`config.mk`:
```
export PLATFORM = sky130hd
export DESIGN_NAME = multi_image_difference_marker_flat
export DESIGN_NICKNAME = d
export VERILOG_FILES = /design/src/rtl/core/mid_pkg.sv /design/src/rtl/core/mid_if.sv /design/src/rtl/core/mid_cfg.sv /design/src/rtl/core/mid_accum.sv /design/src/rtl/core/mid_classify.sv /design/src/rtl/core/multi_image_difference_marker.sv /design/src/flat_wrapper.sv
export SDC_FILE = /design/constraint.sdc
export NUM_CORES = 1
export LEC_CHECK = 0
export ABC_AREA = 1
export CORE_MARGIN = 4
export CORE_UTILIZATION = 65
export CTS_BUF_LIST = sky130_fd_sc_hd__clkbuf_8
export DETAILED_ROUTE_END_ITERATION = 6
export DONT_BUFFER_PORTS = 1
export GPL_ROUTABILITY_DRIVEN = 0
export PLACE_DENSITY_LB_ADDON = 0.05
export SLEW_MARGIN = 20
export SYNTH_ARGS = -nofsm -noshare
export SYNTH_HDL_FRONTEND = slang
export SYNTH_HIERARCHICAL = 1
export SYNTH_SLANG_ARGS = --single-unit
```
`constraint.sdc`:
```
create_clock -name clk -period 15.1 [get_ports clk]
set_input_delay 0.755 -clock clk [delete_from_list [all_inputs] [get_ports clk]]
set_output_delay 0.755 -clock clk [all_outputs]
set_load 0.05 [all_outputs]
```
`src/rtl/core/mid_pkg.sv`:
```
// ----------------------------------------------------------------------------
// mid_pkg
// Shared types and constants of the multi-image difference marker.
// ----------------------------------------------------------------------------
`default_nettype none

package mid_pkg;

  // Channel layout of an ARGB32 pixel, index 0 is blue and 3 is alpha.
  localparam int NUM_CHANNELS = 4;
  localparam int CHAN_W       = 8;
  localparam int PIXEL_W      = NUM_CHANNELS * CHAN_W;

  typedef logic [CHAN_W-1:0]  chan_t;
  typedef chan_t [NUM_CHANNELS-1:0] chan_vec_t;
  typedef logic [PIXEL_W-1:0] pixel_t;

  // Result colors.
  localparam pixel_t COLOR_NONE  = 32'h00FF_FFFF;
  localparam pixel_t COLOR_MAJOR = 32'hFFFF_0000;
  localparam pixel_t COLOR_MINOR = 32'hFF00_00FF;

  // Difference classes.
  typedef logic [1:0] diff_class_t;
  localparam diff_class_t CLASS_NONE  = 2'd0;
  localparam diff_class_t CLASS_MINOR = 2'd1;
  localparam diff_class_t CLASS_MAJOR = 2'd2;

  // Channel bounds at the opening of a position.
  localparam chan_t CHAN_LOW_INIT  = 8'hFF;
  localparam chan_t CHAN_HIGH_INIT = 8'h00;

  // Configuration register map, selected by paddr[2].
  localparam int  APB_ADDR_W     = 3;
  localparam int  APB_DATA_W     = 32;
  localparam logic REG_TOLERANCE  = 1'b0;
  localparam logic REG_SHOW_MINOR = 1'b1;

  // Configuration as seen by the datapath.
  typedef struct packed {
    chan_t tolerance;
    logic  show_minor;
  } cfg_t;

  // Per-position summary handed from accumulation to classification.
  typedef struct packed {
    chan_vec_t low;
    chan_vec_t high;
    logic      absent;
  } summary_t;

endpackage

`default_nettype wire

```
`src/rtl/core/mid_if.sv`:
```
// ----------------------------------------------------------------------------
// mid_sample_if / mid_result_if
// Valid/ready channels for input samples and result colors.
// ----------------------------------------------------------------------------
`default_nettype none

interface mid_sample_if
  import mid_pkg::*;
  ();
  logic   valid;
  logic   ready;
  pixel_t pixel_argb;
  logic   present;
  logic   last_sample;

  modport source (output valid, pixel_argb, present, last_sample, input ready);
  modport sink   (input valid, pixel_argb, present, last_sample, output ready);
endinterface

interface mid_result_if
  import mid_pkg::*;
  ();
  logic        valid;
  logic        ready;
  pixel_t      out_color;
  diff_class_t diff_class;
  chan_t       max_difference;

  modport source (output valid, out_color, diff_class, max_difference, input ready);
  modport sink   (input valid, out_color, diff_class, max_difference, output ready);
endinterface

`default_nettype wire

```
`src/rtl/core/mid_cfg.sv`:
```
// ----------------------------------------------------------------------------
// mid_cfg
// APB register file holding the tolerance and the minor-marking enable.
// ----------------------------------------------------------------------------
`default_nettype none

module mid_cfg
  import mid_pkg::*;
(
  input  wire logic                  clk,
  input  wire logic                  rst,
  input  wire logic                  psel,
  input  wire logic                  penable,
  input  wire logic                  pwrite,
  input  wire logic [APB_ADDR_W-1:0] paddr,
  input  wire logic [APB_DATA_W-1:0] pwdata,
  output logic      [APB_DATA_W-1:0] prdata,
  output logic                       pready,
  output cfg_t                       cfg
);

  logic wr_en;

  assign pready = 1'b1;
  assign wr_en  = psel & penable & pwrite & pready;

  // Register writes; bits above each register's width are dropped.
  always_ff @(posedge clk) begin
    if (rst) begin
      cfg.tolerance  <= '0;
      cfg.show_minor <= 1'b0;
    end else if (wr_en) begin
      unique case (paddr[2])
        REG_TOLERANCE:  cfg.tolerance  <= pwdata[CHAN_W-1:0];
        REG_SHOW_MINOR: cfg.show_minor <= pwdata[0];
        default: ;
      endcase
    end
  end

  // Read-back mux.
  always_comb begin
    prdata = '0;
    unique case (paddr[2])
      REG_TOLERANCE:  prdata[CHAN_W-1:0] = cfg.tolerance;
      REG_SHOW_MINOR: prdata[0]          = cfg.show_minor;
      default: ;
    endcase
  end

  // Low address bits need no decode.
  logic unused_addr;
  assign unused_addr = ^paddr[1:0];

endmodule

`default_nettype wire

```
`src/rtl/core/mid_accum.sv`:
```
// ----------------------------------------------------------------------------
// mid_accum
// Sample register and running per-channel min/max of one raster position.
// ----------------------------------------------------------------------------
`default_nettype none

module mid_accum
  import mid_pkg::*;
(
  input  wire logic  clk,
  input  wire logic  rst,
  mid_sample_if.sink sample,
  output logic       sum_valid,
  input  wire logic  sum_ready,
  output summary_t   sum_data
);

  // Sample register.
  logic   smp_valid;
  pixel_t smp_pixel;
  logic   smp_present;
  logic   smp_last;
  logic   smp_take;

  // Position state.
  chan_vec_t chan_low;
  chan_vec_t chan_high;
  logic      absent_seen;
  logic      first_of_position;

  chan_vec_t chan_low_next;
  chan_vec_t chan_high_next;
  logic      absent_seen_next;

  // A non-last sample only updates state; a last one also needs the summary slot.
  assign smp_take     = smp_valid & (~smp_last | ~sum_valid | sum_ready);
  assign sample.ready = ~smp_valid | smp_take;

  always_ff @(posedge clk) begin
    if (rst) begin
      smp_valid <= 1'b0;
    end else if (sample.ready) begin
      smp_valid <= sample.valid;
    end
  end

  always_ff @(posedge clk) begin
    if (sample.ready && sample.valid) begin
      smp_pixel   <= sample.pixel_argb;
      smp_present <= sample.present;
      smp_last    <= sample.last_sample;
    end
  end

  // Min/max update, starting from fresh bounds on the first sample of a position.
  always_comb begin
    for (int c = 0; c < NUM_CHANNELS; c++) begin
      chan_low_next[c]  = first_of_position ? CHAN_LOW_INIT  : chan_low[c];
      chan_high_next[c] = first_of_position ? CHAN_HIGH_INIT : chan_high[c];
      if (smp_present) begin
        if (smp_pixel[CHAN_W*c +: CHAN_W] < chan_low_next[c]) begin
          chan_low_next[c] = smp_pixel[CHAN_W*c +: CHAN_W];
        end
        if (smp_pixel[CHAN_W*c +: CHAN_W] > chan_high_next[c]) begin
          chan_high_next[c] = smp_pixel[CHAN_W*c +: CHAN_W];
        end
      end
    end
    absent_seen_next = (first_of_position ? 1'b0 : absent_seen) | ~smp_present;
  end

  always_ff @(posedge clk) begin
    if (rst) begin
      absent_seen       <= 1'b0;
      first_of_position <= 1'b1;
    end else if (smp_take) begin
      absent_seen       <= absent_seen_next;
      first_of_position <= smp_last;
    end
  end

  always_ff @(posedge clk) begin
    if (smp_take) begin
      chan_low  <= chan_low_next;
      chan_high <= chan_high_next;
    end
  end

  // Summary register, loaded when a position closes.
  always_ff @(posedge clk) begin
    if (rst) begin
      sum_valid <= 1'b0;
    end else if (smp_take && smp_last) begin
      sum_valid <= 1'b1;
    end else if (sum_ready) begin
      sum_valid <= 1'b0;
    end
  end

  always_ff @(posedge clk) begin
    if (smp_take && smp_last) begin
      sum_data.low    <= chan_low_next;
      sum_data.high   <= chan_high_next;
      sum_data.absent <= absent_seen_next;
    end
  end

endmodule

`default_nettype wire

```
`src/rtl/core/mid_classify.sv`:
```
// ----------------------------------------------------------------------------
// mid_classify
// Largest channel spread, difference class and result color register.
// ----------------------------------------------------------------------------
`default_nettype none

module mid_classify
  import mid_pkg::*;
(
  input  wire logic    clk,
  input  wire logic    rst,
  input  wire logic    sum_valid,
  output logic         sum_ready,
  input  wire summary_t sum_data,
  input  wire cfg_t    cfg,
  mid_result_if.source result
);

  chan_t       spread;
  chan_t       chan_diff;
  pixel_t      color_next;
  diff_class_t class_next;

  assign sum_ready = ~result.valid | result.ready;

  // Largest high-minus-low over the channels; empty bounds give zero.
  always_comb begin
    spread    = '0;
    chan_diff = '0;
    for (int c = 0; c < NUM_CHANNELS; c++) begin
      chan_diff = (sum_data.high[c] > sum_data.low[c]) ?
                  chan_t'(sum_data.high[c] - sum_data.low[c]) : '0;
      if (chan_diff > spread) begin
        spread = chan_diff;
      end
    end
  end

  // Classification: missing or out of tolerance wins over minor marking.
  always_comb begin
    priority if (sum_data.absent || (spread > cfg.tolerance)) begin
      color_next = COLOR_MAJOR;
      class_next = CLASS_MAJOR;
    end else if (cfg.show_minor && (spread != '0)) begin
      color_next = COLOR_MINOR;
      class_next = CLASS_MINOR;
    end else begin
      color_next = COLOR_NONE;
      class_next = CLASS_NONE;
    end
  end

  // Result register.
  always_ff @(posedge clk) begin
    if (rst) begin
      result.valid <= 1'b0;
    end else if (sum_ready) begin
      result.valid <= sum_valid;
    end
  end

  always_ff @(posedge clk) begin
    if (sum_ready && sum_valid) begin
      result.out_color      <= color_next;
      result.diff_class     <= class_next;
      result.max_difference <= spread;
    end
  end

endmodule

`default_nettype wire

```
`src/rtl/core/multi_image_difference_marker.sv`:
```
// ----------------------------------------------------------------------------
// multi_image_difference_marker
// Marks how much the images covering one raster position differ.
// ----------------------------------------------------------------------------
// The block takes one ARGB32 sample per image per position and one sample
// every clock cycle while it is not stalled, with no gaps between positions.
// Each position ends with a sample flagged last_sample and then yields one
// result; other samples yield none. A result passes through the sample
// register and the per-position summary register into the result register,
// where it is held until it is transferred. Both channels stall freely; a
// held result does not stop samples of the next position before its last one.
// Configuration registers are to be written over APB only while the block is
// idle, by the user; the block itself does not enforce this.
// ----------------------------------------------------------------------------
`default_nettype none

module multi_image_difference_marker
  import mid_pkg::*;
(
  input  wire logic                  clk,
  input  wire logic                  rst,
  mid_sample_if.sink                 sample,
  mid_result_if.source               result,
  input  wire logic                  psel,
  input  wire logic                  penable,
  input  wire logic                  pwrite,
  input  wire logic [APB_ADDR_W-1:0] paddr,
  input  wire logic [APB_DATA_W-1:0] pwdata,
  output logic      [APB_DATA_W-1:0] prdata,
  output logic                       pready
);

  cfg_t     cfg;
  logic     sum_valid;
  logic     sum_ready;
  summary_t sum_data;

  // Configuration registers.
  mid_cfg u_cfg (
    .clk     (clk),
    .rst     (rst),
    .psel    (psel),
    .penable (penable),
    .pwrite  (pwrite),
    .paddr   (paddr),
    .pwdata  (pwdata),
    .prdata  (prdata),
    .pready  (pready),
    .cfg     (cfg)
  );

  // Per-position min/max accumulation.
  mid_accum u_accum (
    .clk       (clk),
    .rst       (rst),
    .sample    (sample),
    .sum_valid (sum_valid),
    .sum_ready (sum_ready),
    .sum_data  (sum_data)
  );

  // Spread and color classification.
  mid_classify u_classify (
    .clk       (clk),
    .rst       (rst),
    .sum_valid (sum_valid),
    .sum_ready (sum_ready),
    .sum_data  (sum_data),
    .cfg       (cfg),
    .result    (result)
  );

endmodule

`default_nettype wire
```
`src/flat_wrapper.sv`:
```
// flat-port wrapper written by rule: the top's interface ports become plain ports
module multi_image_difference_marker_flat import mid_pkg::*;
  (clk, rst, psel, penable, pwrite, paddr, pwdata, prdata, pready, sample_valid, sample_pixel_argb, sample_present, sample_last_sample, sample_ready, result_valid, result_out_color, result_diff_class, result_max_difference, result_ready);
  mid_sample_if sample_i ();
  mid_result_if result_i ();
  input  wire logic clk;
  input  wire logic rst;
  input  wire logic psel;
  input  wire logic penable;
  input  wire logic pwrite;
  input  wire logic [APB_ADDR_W-1:0] paddr;
  input  wire logic [APB_DATA_W-1:0] pwdata;
  output logic      [APB_DATA_W-1:0] prdata;
  output logic pready;
  input wire logic [$bits(sample_i.valid)-1:0] sample_valid;
  input wire logic [$bits(sample_i.pixel_argb)-1:0] sample_pixel_argb;
  input wire logic [$bits(sample_i.present)-1:0] sample_present;
  input wire logic [$bits(sample_i.last_sample)-1:0] sample_last_sample;
  output wire logic [$bits(sample_i.ready)-1:0] sample_ready;
  output wire logic [$bits(result_i.valid)-1:0] result_valid;
  output wire logic [$bits(result_i.out_color)-1:0] result_out_color;
  output wire logic [$bits(result_i.diff_class)-1:0] result_diff_class;
  output wire logic [$bits(result_i.max_difference)-1:0] result_max_difference;
  input wire logic [$bits(result_i.ready)-1:0] result_ready;
  assign sample_i.valid = sample_valid;
  assign sample_i.pixel_argb = sample_pixel_argb;
  assign sample_i.present = sample_present;
  assign sample_i.last_sample = sample_last_sample;
  assign sample_ready = sample_i.ready;
  assign result_valid = result_i.valid;
  assign result_out_color = result_i.out_color;
  assign result_diff_class = result_i.diff_class;
  assign result_max_difference = result_i.max_difference;
  assign result_i.ready = result_ready;
  multi_image_difference_marker u_core (.clk(clk), .rst(rst), .sample(sample_i), .result(result_i), .psel(psel), .penable(penable), .pwrite(pwrite), .paddr(paddr), .pwdata(pwdata), .prdata(prdata), .pready(pready));
endmodule
```
Yosys cells after proc, flatten, opt, wreduce, memory -nomap -nowiden

Cells that the tools add are included.

Flip-flop bits (word level): 219
Latch bits: 0
Memory bits (writable): 0
Memory bits (read-only): 0
Bits of input ports: 76
Memories kept: 0

$add $sub $neg: 4
$mul: 0
Divide/modulo/power cells: 0
$lt $le $gt $ge: 17
Eq/ne operators: 0
Shifts and indexed selects: 0
Muxes and demuxes: 39
Bitwise logic cells: 14
Reduce and logical (&&, ||, !) cells: 9

Operators by type and width:

| kind                                                                             | count |
|---|---|
| 8-bit 2-to-1 mux                                                                 | 32 |
| 8-bit greater-than comparator                                                    | 12 |
| 8-bit less-than comparator                                                       | 4 |
| 32-bit 2-to-1 mux                                                                | 1 |
| 8-bit subtractor                                                                 | 4 |
| 8-bit by 1-bit greater-than comparator with 1-bit output (second input constant) | 1 |
| 8-bit nonzero test                                                               | 1 |
| 7-bit 2-to-1 mux                                                                 | 1 |
| 1-bit inverter                                                                   | 6 |
| 1-bit bitwise OR                                                                 | 5 |
| 1-bit logical AND                                                                | 4 |
| 1-bit 2-to-1 mux                                                                 | 4 |
| 2-bit AND reduction                                                              | 2 |
| 1-bit AND                                                                        | 3 |
| 1-bit case mux with 2 select lines                                               | 1 |
| 2-bit nonzero test                                                               | 1 |
| 1-bit logical OR                                                                 | 1 |

Depth between registers and ports, before layout

Gate-level depths: netlist (run 1).

Depth in word-level cells: 13
Gate-level depth with buffers: 52

Modules after synthesis

The synthesis (run 1) kept the hierarchy.

By module, submodules not included:

| module       | instances | cells an instance | area an instance (µm²) | sequential area each (µm²) |
|---|---|---|---|---|
| mid_accum    | 1         | 713               | 8,005.2                | 4,974.8 |
| mid_classify | 1         | 606               | 3,771.1                | 440.4 |
| mid_cfg      | 1         | 105               | 683.2                  | 180.2 |

Worst setup path after synthesis (run 1)

OpenSTA, ideal clock, no wires.

Path type: reg2reg
Start point: register u_core/u_accum/sum_data[33] (netlist name)
End point: register u_core.u_classify.result.out_color[23] (data pin)
Data arrival time: 5,820 ps
Slack: 9,008 ps
Cell stages (with the launch flop): 48
Path buffers: 0
Period minus slack after synthesis: 6,092 ps
Path through: edfxtp_1 ha_1 fa_1 inv_1 nand2_1 nand2_1 nand3_1 nand2_2 nand2_2 nor2_1 nand2_1 ha_1 nand2_1 nor2_1 nand4_1 inv_1 a21oi_1 nand3_1 [... 12 more ...] inv_1 nor2_1 o21ai_0 nand2_1 nand2_1 o211ai_1 nand2_2 inv_1 o21ai_0 nand2_1 inv_1 ha_1 a21oi_1 o21ai_0 nand2_1 o211ai_1 a21oi_1 nand3_2

Cells in the longest elaborated chain, start to end: 13
Elaborated cells between the ends (all ways): 16

Ends and longest elaborated chain:

| element                                                                               | RTL line                               | RTL |
|---|---|---|
| 8-bit subtractor / 8-bit greater-than comparator (equally long branches)              | mid_classify.sv:32, mid_classify.sv:31 |  |
| 8-bit 2-to-1 mux (*)                                                                  | mid_classify.sv:31                     | `chan_diff = (sum_data.high[c] > sum_data.low[c]) ?` |
| 8-bit by 1-bit greater-than comparator with 1-bit output                              | mid_classify.sv:33                     | `if (chan_diff > spread) begin` |
| 8-bit 2-to-1 mux (*)                                                                  | mid_classify.sv:33                     |  |
| 8-bit greater-than comparator                                                         | mid_classify.sv:33                     |  |
| 8-bit 2-to-1 mux (*)                                                                  | mid_classify.sv:33                     |  |
| 8-bit greater-than comparator                                                         | mid_classify.sv:33                     |  |
| 8-bit 2-to-1 mux (*)                                                                  | mid_classify.sv:33                     |  |
| 8-bit greater-than comparator                                                         | mid_classify.sv:33                     |  |
| 8-bit 2-to-1 mux (*)                                                                  | mid_classify.sv:33                     |  |
| net u_core.u_classify.spread[3]                                                       | mid_classify.sv:19                     | `chan_t spread;` |
| parallel branches: the longest is 3 deep, another holds 8-bit greater-than comparator | n/a                                    |  |
| end signal: assignment                                                                | mid_classify.sv:64                     | `result.out_color <= color_next;` |
| end: declaration                                                                      | mid_if.sv:29                           | `modport source (output valid, out_color, diff_class, max_difference, input ready);` |

Mark *: on every way through the listed nets, which the timed path passes.
A chain may end at the register's enable or synchronous reset.

Worst setup path after layout (run 1)

Start point: register u_core/u_accum/sum_data[41] (netlist name)
End point: register u_core.u_classify.result.out_color[23] (data pin)

Cells in the longest elaborated chain, start to end: 11
Elaborated cells between the ends (all ways): 14

Ends and longest elaborated chain:

| element                                                                               | RTL line |
|---|---|
| 8-bit subtractor / 8-bit greater-than comparator (equally long branches)              | mid_classify.sv:32, mid_classify.sv:31 |
| 8-bit 2-to-1 mux (*)                                                                  | mid_classify.sv:31 |
| 8-bit greater-than comparator                                                         | mid_classify.sv:33 |
| 8-bit 2-to-1 mux (*)                                                                  | mid_classify.sv:33 |
| 8-bit greater-than comparator                                                         | mid_classify.sv:33 |
| 8-bit 2-to-1 mux (*)                                                                  | mid_classify.sv:33 |
| 8-bit greater-than comparator                                                         | mid_classify.sv:33 |
| 8-bit 2-to-1 mux (*)                                                                  | mid_classify.sv:33 |
| net u_core.u_classify.spread[3]                                                       | mid_classify.sv:19 |
| parallel branches: the longest is 3 deep, another holds 8-bit greater-than comparator | n/a |

Marks and branches as above.

==> impl_metrics.ini, run 1 <==
[critical_path]
critical-path-top-delay-family = simple AND/OR/NAND/NOR gates
worst-path-max-fanout = 10
crit_path_max_incr_delay_ns = 0.40
worst-r2r-cell-count = 45
cpMostUsedCell = sky130_fd_sc_hd__nand2_1
timing.critical_path.to = u_core/u_classify/result.out_color[23]
endpoint_kind = flop
critical_path.reg2reg.startpoint = u_core/u_accum/sum_data[41]
slowest_stage = sky130_fd_sc_hd__edfxtp_1
worst-r2r-setup-slack_ns = 7.85
cp-start-kind = flop
required_time_of_the_critical_path_ns = 15.30
cp_num_cells = 45
type_of_the_worst_setup_path = reg2reg
crit_buf_inv = 7
setup.worst_path.start = u_core/u_accum/sum_data[41]
reg2reg_to = u_core/u_classify/result.out_color[23]
critPathArrivalTime_ns = 7.45

[status]
run_status = complete, no violations

[logic_synthesis]
synth_top_cells_by_area = sky130_fd_sc_hd__edfxtp_1 43%, sky130_fd_sc_hd__ha_1 12%, sky130_fd_sc_hd__nand2_1 11%
number_of_instances_in_the_synthesized_netlist = 1424
ys_seq_elements = 191
syn-cell-area_mm2 = 0.0125
synth_top_cell_by_area = sky130_fd_sc_hd__edfxtp_1
yosys_warnings = 6
synth_seq_area_share = 0.449
postSynthAreaPerCell_um2 = 8.75
yosysUniqueCellTypes = 44
netlist.area_leader.share = 0.427

[global_routing]
grt_first_pass_wirelength_um = 37900
antenna_violations_before_repair = 0
grt_pass1_vias = 8255
groute.usage.overall = 0.215
grt_overflow = 0
grt_start_max_net_pins = 68

[sta]
timing.final.ws_setup_ns = 7.85
final.setup_skew_ns = 0.0159
worstMarginPinSlew_ns = 1.08
clock.fmax_ghz = 0.138
unrepaired_setup_endpoints_after_global_routing = false
fin_tns_setup_ns = 0
final_period_minus_worst_setup_slack_ns = 7.25
setup_viols_final = 0
report.final.slew_viol_count = 0
slew_headroom = 0.283
finalHoldViolations = 0
fraction_of_the_cycle_the_final_worst_path_needs = 0.480

[pwr]
ir_worst_vdd_mv = 0.0666
totalPowerFinal_mw = 1.48
leakagePower_nw = 6.19
cellPowerDensity_mw_per_mm2 = 114

[finish]
layout.cells.most_common_list = 377 x sky130_fd_sc_hd__nand2_1, 188 x sky130_fd_sc_hd__inv_1, 177 x sky130_fd_sc_hd__edfxtp_1, 124 x sky130_fd_sc_hd__ha_1, 122 x sky130_fd_sc_hd__nand3_1
final_common_cell = sky130_fd_sc_hd__nand2_1
final_cell_area_mm2 = 0.0129
final_layout_size_suffix_gt1_frac = 0.115
synthesis_to_finish_area_growth_pct = 3.80
final_nets = 1621
post-route-util = 0.689
antennaDiodeCount = 0

[clock_tree]
number_of_buffers_created_by_cts = 17
htree_num_levels = 4
cts_root_buffer = sky130_fd_sc_hd__clkbuf_8
clock_sink_count = 191
post_cts_buffers = 0
postCtsResizedCells = 0
clock_tree_from_tritoncts = done
holdBufCountCts = 0
insertion_delay_ns = 0.47
clock_tree.buffer_depth = 2
clk_transition_reported_paths_ns = 0.10

[die]
fp.coreArea_mm2 = 0.0188
floorplan.initialDensity = 0.664
die_w_um = 146
die_h_um = 146
pin_count = 153
floorplan.rows = 50
dieArea_mm2 = 0.0214

[detailed_routing]
vias_per_cell = 5.24
per_cell_routed_wire_length_um = 13.6
drt_iter0_markers = 466
ant_nets = 0
detailedRoute.firstPassIterationCount = 6
post_route_wl_um = 22600
detail_route.drc_violations = 0
route.vias.total = 8725

[min_path]
hold_path_class = in2reg

[flow_run]
cap_viol_max_count = 0

[place]
postPlaceCellArea_mm2 = 0.0125
place.detailed.hpwl_um = 17000
placement.setup.worst_slack_ns = 7.96
io_buffer_count = 0
[worst min path at each step]
stage                                   startpoint                             end  slack, ns  cells after the start
after floorplan           u_core/u_accum/sum_valid  u_core/u_classify/result.valid       0.44                      2
after global placement    u_core/u_accum/sum_valid  u_core/u_classify/result.valid       0.46                      2
after detailed placement  u_core/u_accum/sum_valid  u_core/u_classify/result.valid       0.46                      2
after CTS                                      rst        u_core/u_accum/smp_valid       0.31                      1
after global routing                           rst  u_core/u_classify/result.valid       0.31                      1
final                                          rst        u_core/u_accum/smp_valid       0.35                      1
[cell usage after synthesis, drive strengths merged]
master  count
fa          4
o211ai      3
a31oi       4
a21o        1
dfxtp      14
buf        62
inv       233
nor2      124
nand3     126
o21ai      25
nand2     410
or2         7
a21oi      63
conb        2
a21boi      1
clkinv      1
nor3        2
edfxtp    177
xor2        4
o21a        6
xnor2       6
nand3b      6
ha        124
and2        5
nand4      14
[final cells by class]
| class | count | area, um^2 |
|---|---|---|
| Fill cell | 1551 | 5840 |
| Sequential cell | 191 | 5600 |
| Multi-Input combinational cell | 960 | 5590 |
| Inverter | 234 | 881 |
| Tap cell | 234 | 293 |
| Clock buffer | 17 | 234 |
| Clock inverter | 15 | 178 |
| Timing Repair Buffer | 13 | 160 |
[metrics by stage]
stage	cells	hold slack [ns]
2_1_floorplan	1447	0.445
3_3_place_gp	1632	0.458
3_5_place_dp	1632	0.461
4_1_cts	1664	0.309
5_1_grt	1664	0.312
6_report	1664	0.346
[registers in the layout (all words and copies together), names as in the netlist, 2 cells and up]
signal,cells
u_core/u_accum/chan_high,32
u_core/u_accum/chan_low,32
u_core/u_accum/smp_pixel,32
u_core/u_accum/sum_data,65
u_core/u_cfg/cfg,9
u_core/u_classify/result.diff_class,2
u_core/u_classify/result.max_difference,8
u_core/u_classify/result.out_color,4
[layer usage]
| layer | share of wire | GRT usage | vias up |
|---|---|---|---|
| met3 | 0.045 | 0.0304 | 29 |
| met4 | 0.024 | 0.0790 | 0 |
| met5 | 0 | 0 | - |
| met1 | 0.47 | 0.287 | 3917 |
| li1 | - | - | 4558 |
| met2 | 0.46 | 0.361 | 221 |
[cells by family after synthesis]
logic type	synth area share
and+or+nand+nor	0.254
adders and majority gates	0.131
AOI/OAI and AO/OA	0.0490
xor gates and xnor gates	0.00703
other	0.000603
buffers and inverters	0.110
DFF	0.449
[report_power, final]
| part | total, mW | internal, mW | switching, mW |
|---|---|---|---|
| sequential | 0.657 | 0.631 | 0.0264 |
| combinational | 0.474 | 0.154 | 0.320 |
| clock | 0.346 | 0.153 | 0.193 |
(Power assumes the default switching activity.)
==> run 2: changes to the inputs <==
--- a/config.mk
+++ b/config.mk
@@ -7,7 +7,7 @@
 export LEC_CHECK = 0
 export ABC_AREA = 1
 export CORE_MARGIN = 4
-export CORE_UTILIZATION = 65
+export CORE_UTILIZATION = 60
 export CTS_BUF_LIST = sky130_fd_sc_hd__clkbuf_8
 export DETAILED_ROUTE_END_ITERATION = 6
 export DONT_BUFFER_PORTS = 1
==> constraint.sdc (replaced) <==
create_clock -name clk -period 6.5 [get_ports clk]
set_input_delay 0.325 -clock clk [delete_from_list [all_inputs] [get_ports clk]]
set_output_delay 0.325 -clock clk [all_outputs]
set_load 0.05 [all_outputs]
==> impl_metrics.ini, run 2 (synthesis results as in run 1) <==
[min_path]
hold_path_sink = u_core/u_cfg/cfg[0]
min-delay-start = paddr[2]
hold_path_class = in2reg
min_delay_path_depth = 3

[pwr]
p_int_mw = 2.45
share_seq_of_total_power = 0.388
sw_frac_of_total = 0.379
power.clock.fraction = 0.201
ir_worst_vdd_mv = 0.151
cellPowerDensity_mw_per_mm2 = 279
power.combinational.fraction = 0.412
leakagePower_nw = 6.52
net-switching-power_mw = 1.49

[global_routing]
antenna_violations_before_repair = 0
groute.usage.overall = 0.205
grt_first_pass_wirelength_um = 39400
grt_pass1_vias = 8230
grt_start_max_net_pins = 68
grt_overflow = 0

[finish]
synthesis_to_finish_area_growth_pct = 13.2
layout.cells.most_common_list = 347 x sky130_fd_sc_hd__nand2_1, 177 x sky130_fd_sc_hd__edfxtp_1, 176 x sky130_fd_sc_hd__inv_1, 106 x sky130_fd_sc_hd__nand3_1, 105 x sky130_fd_sc_hd__ha_1
nFillCells = 1580
final_cell_count_no_fill = 1760
final_nets = 1681
largest_register_ffs = 65
max_flop_register = u_core/u_accum/sum_data
final_layout_size_suffix_gt1_frac = 0.197
final_common_cell = sky130_fd_sc_hd__nand2_1
antennaDiodeCount = 0

[die]
floorplan.initialDensity = 0.614
pin_count = 153
die_h_um = 152
fp.coreArea_mm2 = 0.0203
die_w_um = 152
floorplan.rows = 52
dieArea_mm2 = 0.0231

[sta]
report.final.slew_viol_count = 0
finalHoldViolations = 0
slew_headroom = 0.269
final_period_minus_worst_setup_slack_ns = 6.32
clock.fmax_ghz = 0.158
worstMarginPinSlew_ns = 1.10
final.setup_skew_ns = 0.0173
setup_viols_final = 0
fraction_of_the_cycle_the_final_worst_path_needs = 0.972
timing.final.ws_setup_ns = 0.181

[detailed_routing]
detailedRoute.firstPassIterationCount = 5
detail_route.drc_violations = 0
post_route_wl_um = 24400
vias_per_cell = 5.12
route.vias.total = 9007
drt_iter0_markers = 452
ant_nets = 0
per_cell_routed_wire_length_um = 13.9

[critical_path]
required_time_of_the_critical_path_ns = 6.72
critPathArrivalTime_ns = 6.54
worst-path-max-fanout = 7
type_of_the_worst_setup_path = reg2reg
cpMostUsedCell = sky130_fd_sc_hd__nand2_2
critical_path.reg2reg.startpoint = u_core/u_accum/sum_data[33]
cp-start-kind = flop
endpoint_kind = flop
worst-r2r-setup-slack_ns = 0.18
worst-r2r-cell-count = 44
crit_path_max_incr_delay_ns = 0.40
reg2reg_to = u_core/u_classify/result.out_color[23]
slowest_stage = sky130_fd_sc_hd__fa_2

[clock_tree]
clock_tree.buffer_depth = 2
clock_tree_from_tritoncts = done
clk_transition_reported_paths_ns = 0.11
cts_root_buffer = sky130_fd_sc_hd__clkbuf_8
clock_sink_count = 191
number_of_buffers_created_by_cts = 17
insertion_delay_ns = 0.47
htree_num_levels = 4

[status]
run_status = complete, no violations

[place]
io_buffer_count = 0
placement.setup.worst_slack_ns = -0.137
place.detailed.hpwl_um = 17200
placedCellCount = 1678

[flow_run]
cap_viol_max_count = 0
-- run 2: cell count changes in the layout (fill, tap and decap cells not counted), moves of 7 or more --
| cell | before | now |
|---|---|---|
| sky130_fd_sc_hd__a21oi_1 | 61 | 53 |
| sky130_fd_sc_hd__a21oi_2 | 0 | 7 |
| sky130_fd_sc_hd__inv_1 | 188 | 176 |
| sky130_fd_sc_hd__buf_4 | 8 | 28 |
| sky130_fd_sc_hd__nand2_2 | 19 | 42 |
| sky130_fd_sc_hd__nor2_1 | 103 | 93 |
| sky130_fd_sc_hd__ha_1 | 124 | 105 |
| sky130_fd_sc_hd__dlygate4sd3_1 | 0 | 36 |
| sky130_fd_sc_hd__inv_2 | 44 | 54 |
| sky130_fd_sc_hd__ha_4 | 0 | 16 |
| sky130_fd_sc_hd__o21ai_0 | 13 | 5 |
| sky130_fd_sc_hd__nand3_1 | 122 | 106 |
| sky130_fd_sc_hd__nand3_2 | 4 | 15 |
| sky130_fd_sc_hd__nand2_1 | 377 | 347 |
-- run 2: cell type report --
class                      instances  area (um^2)  area share
multi-input combinational        960         6160       0.437
sequential                       191         5600       0.397
inverter                         234          888      0.0630
timing repair buffer              73          716      0.0507
tap                              270          338      0.0239
clock buffer                      17          234      0.0166
clock inverter                    15          173      0.0122
-- run 2: power groups by stage --
| stage | sequential, mW | clock, mW | combinational, mW |
|---|---|---|---|
| 3_3_place_gp | 1.55 | 0 | 1.13 |
| 3_5_place_dp | 1.56 | 0 | 1.16 |
| 4_1_cts | 1.53 | 0.811 | 1.19 |
| 2_1_floorplan | 1.55 | 0 | 0.900 |
| 5_1_grt | 1.54 | 0.868 | 1.80 |
| 6_report | 1.53 | 0.791 | 1.62 |
-- run 2: what timing repair did --
item	CTS	global route
endpoints found under the hold margin	38	0
buffers inserted	1	14
gates resized for setup	5	136
pin swaps	3	47
endpoints found under the setup margin	5	6
hold buffers	36	0
-- run 2: critical path: cells and delay by family (launching register included) --
kind            cells  cell delay [ns]
simple gates       27             2.82
fa+ha+maj           6             1.60
buf+inv             8             0.83
compound gates      3             0.43
flops               1             0.38
-- run 2: routing by layer --
metal	wire (um)	global-route usage	vias to the layer above
met3	905	0.0375	17
met4	196	0.0342	0
met2	11700	0.336	200
met1	11600	0.291	4110
li1	-	-	4680
met5	0	0	-
-- run 2: metrics by stage --
step	utilization	setup TNS, ns	power [mW]	instance area (um^2)	hold slack (ns)
6_report	0.695	0	3.94	14100	0.0292
5_1_grt	0.695	-0.769	4.21	14100	0.0153
4_1_cts	0.661	0	3.53	13400	0.00437
3_5_place_dp	0.623	-0.428	2.72	12600	0.398
3_3_place_gp	0.623	-0.0581	2.69	12600	0.397
2_1_floorplan	-	0	2.45	12500	0.394
-- run 2: how the worst max path moves through the flow --
stage / slack (ns) / end / depth (start not counted) / startpoint
2_1_floorplan: 0.41 / u_core/u_classify/result.out_color[23] / 47 / u_core/u_accum/sum_data[33]
3_3_place_gp: -0.06 / u_core/u_classify/result.out_color[23] / 49 / u_core/u_accum/sum_data[41]
3_5_place_dp: -0.14 / u_core/u_classify/result.out_color[23] / 49 / u_core/u_accum/sum_data[41]
4_1_cts: 0.02 / u_core/u_classify/result.out_color[23] / 48 / u_core/u_accum/sum_data[33]
5_1_grt: -0.17 / u_core/u_classify/result.out_color[23] / 48 / u_core/u_accum/sum_data[41]
6_report: 0.18 / u_core/u_classify/result.out_color[23] / 44 / u_core/u_accum/sum_data[33]
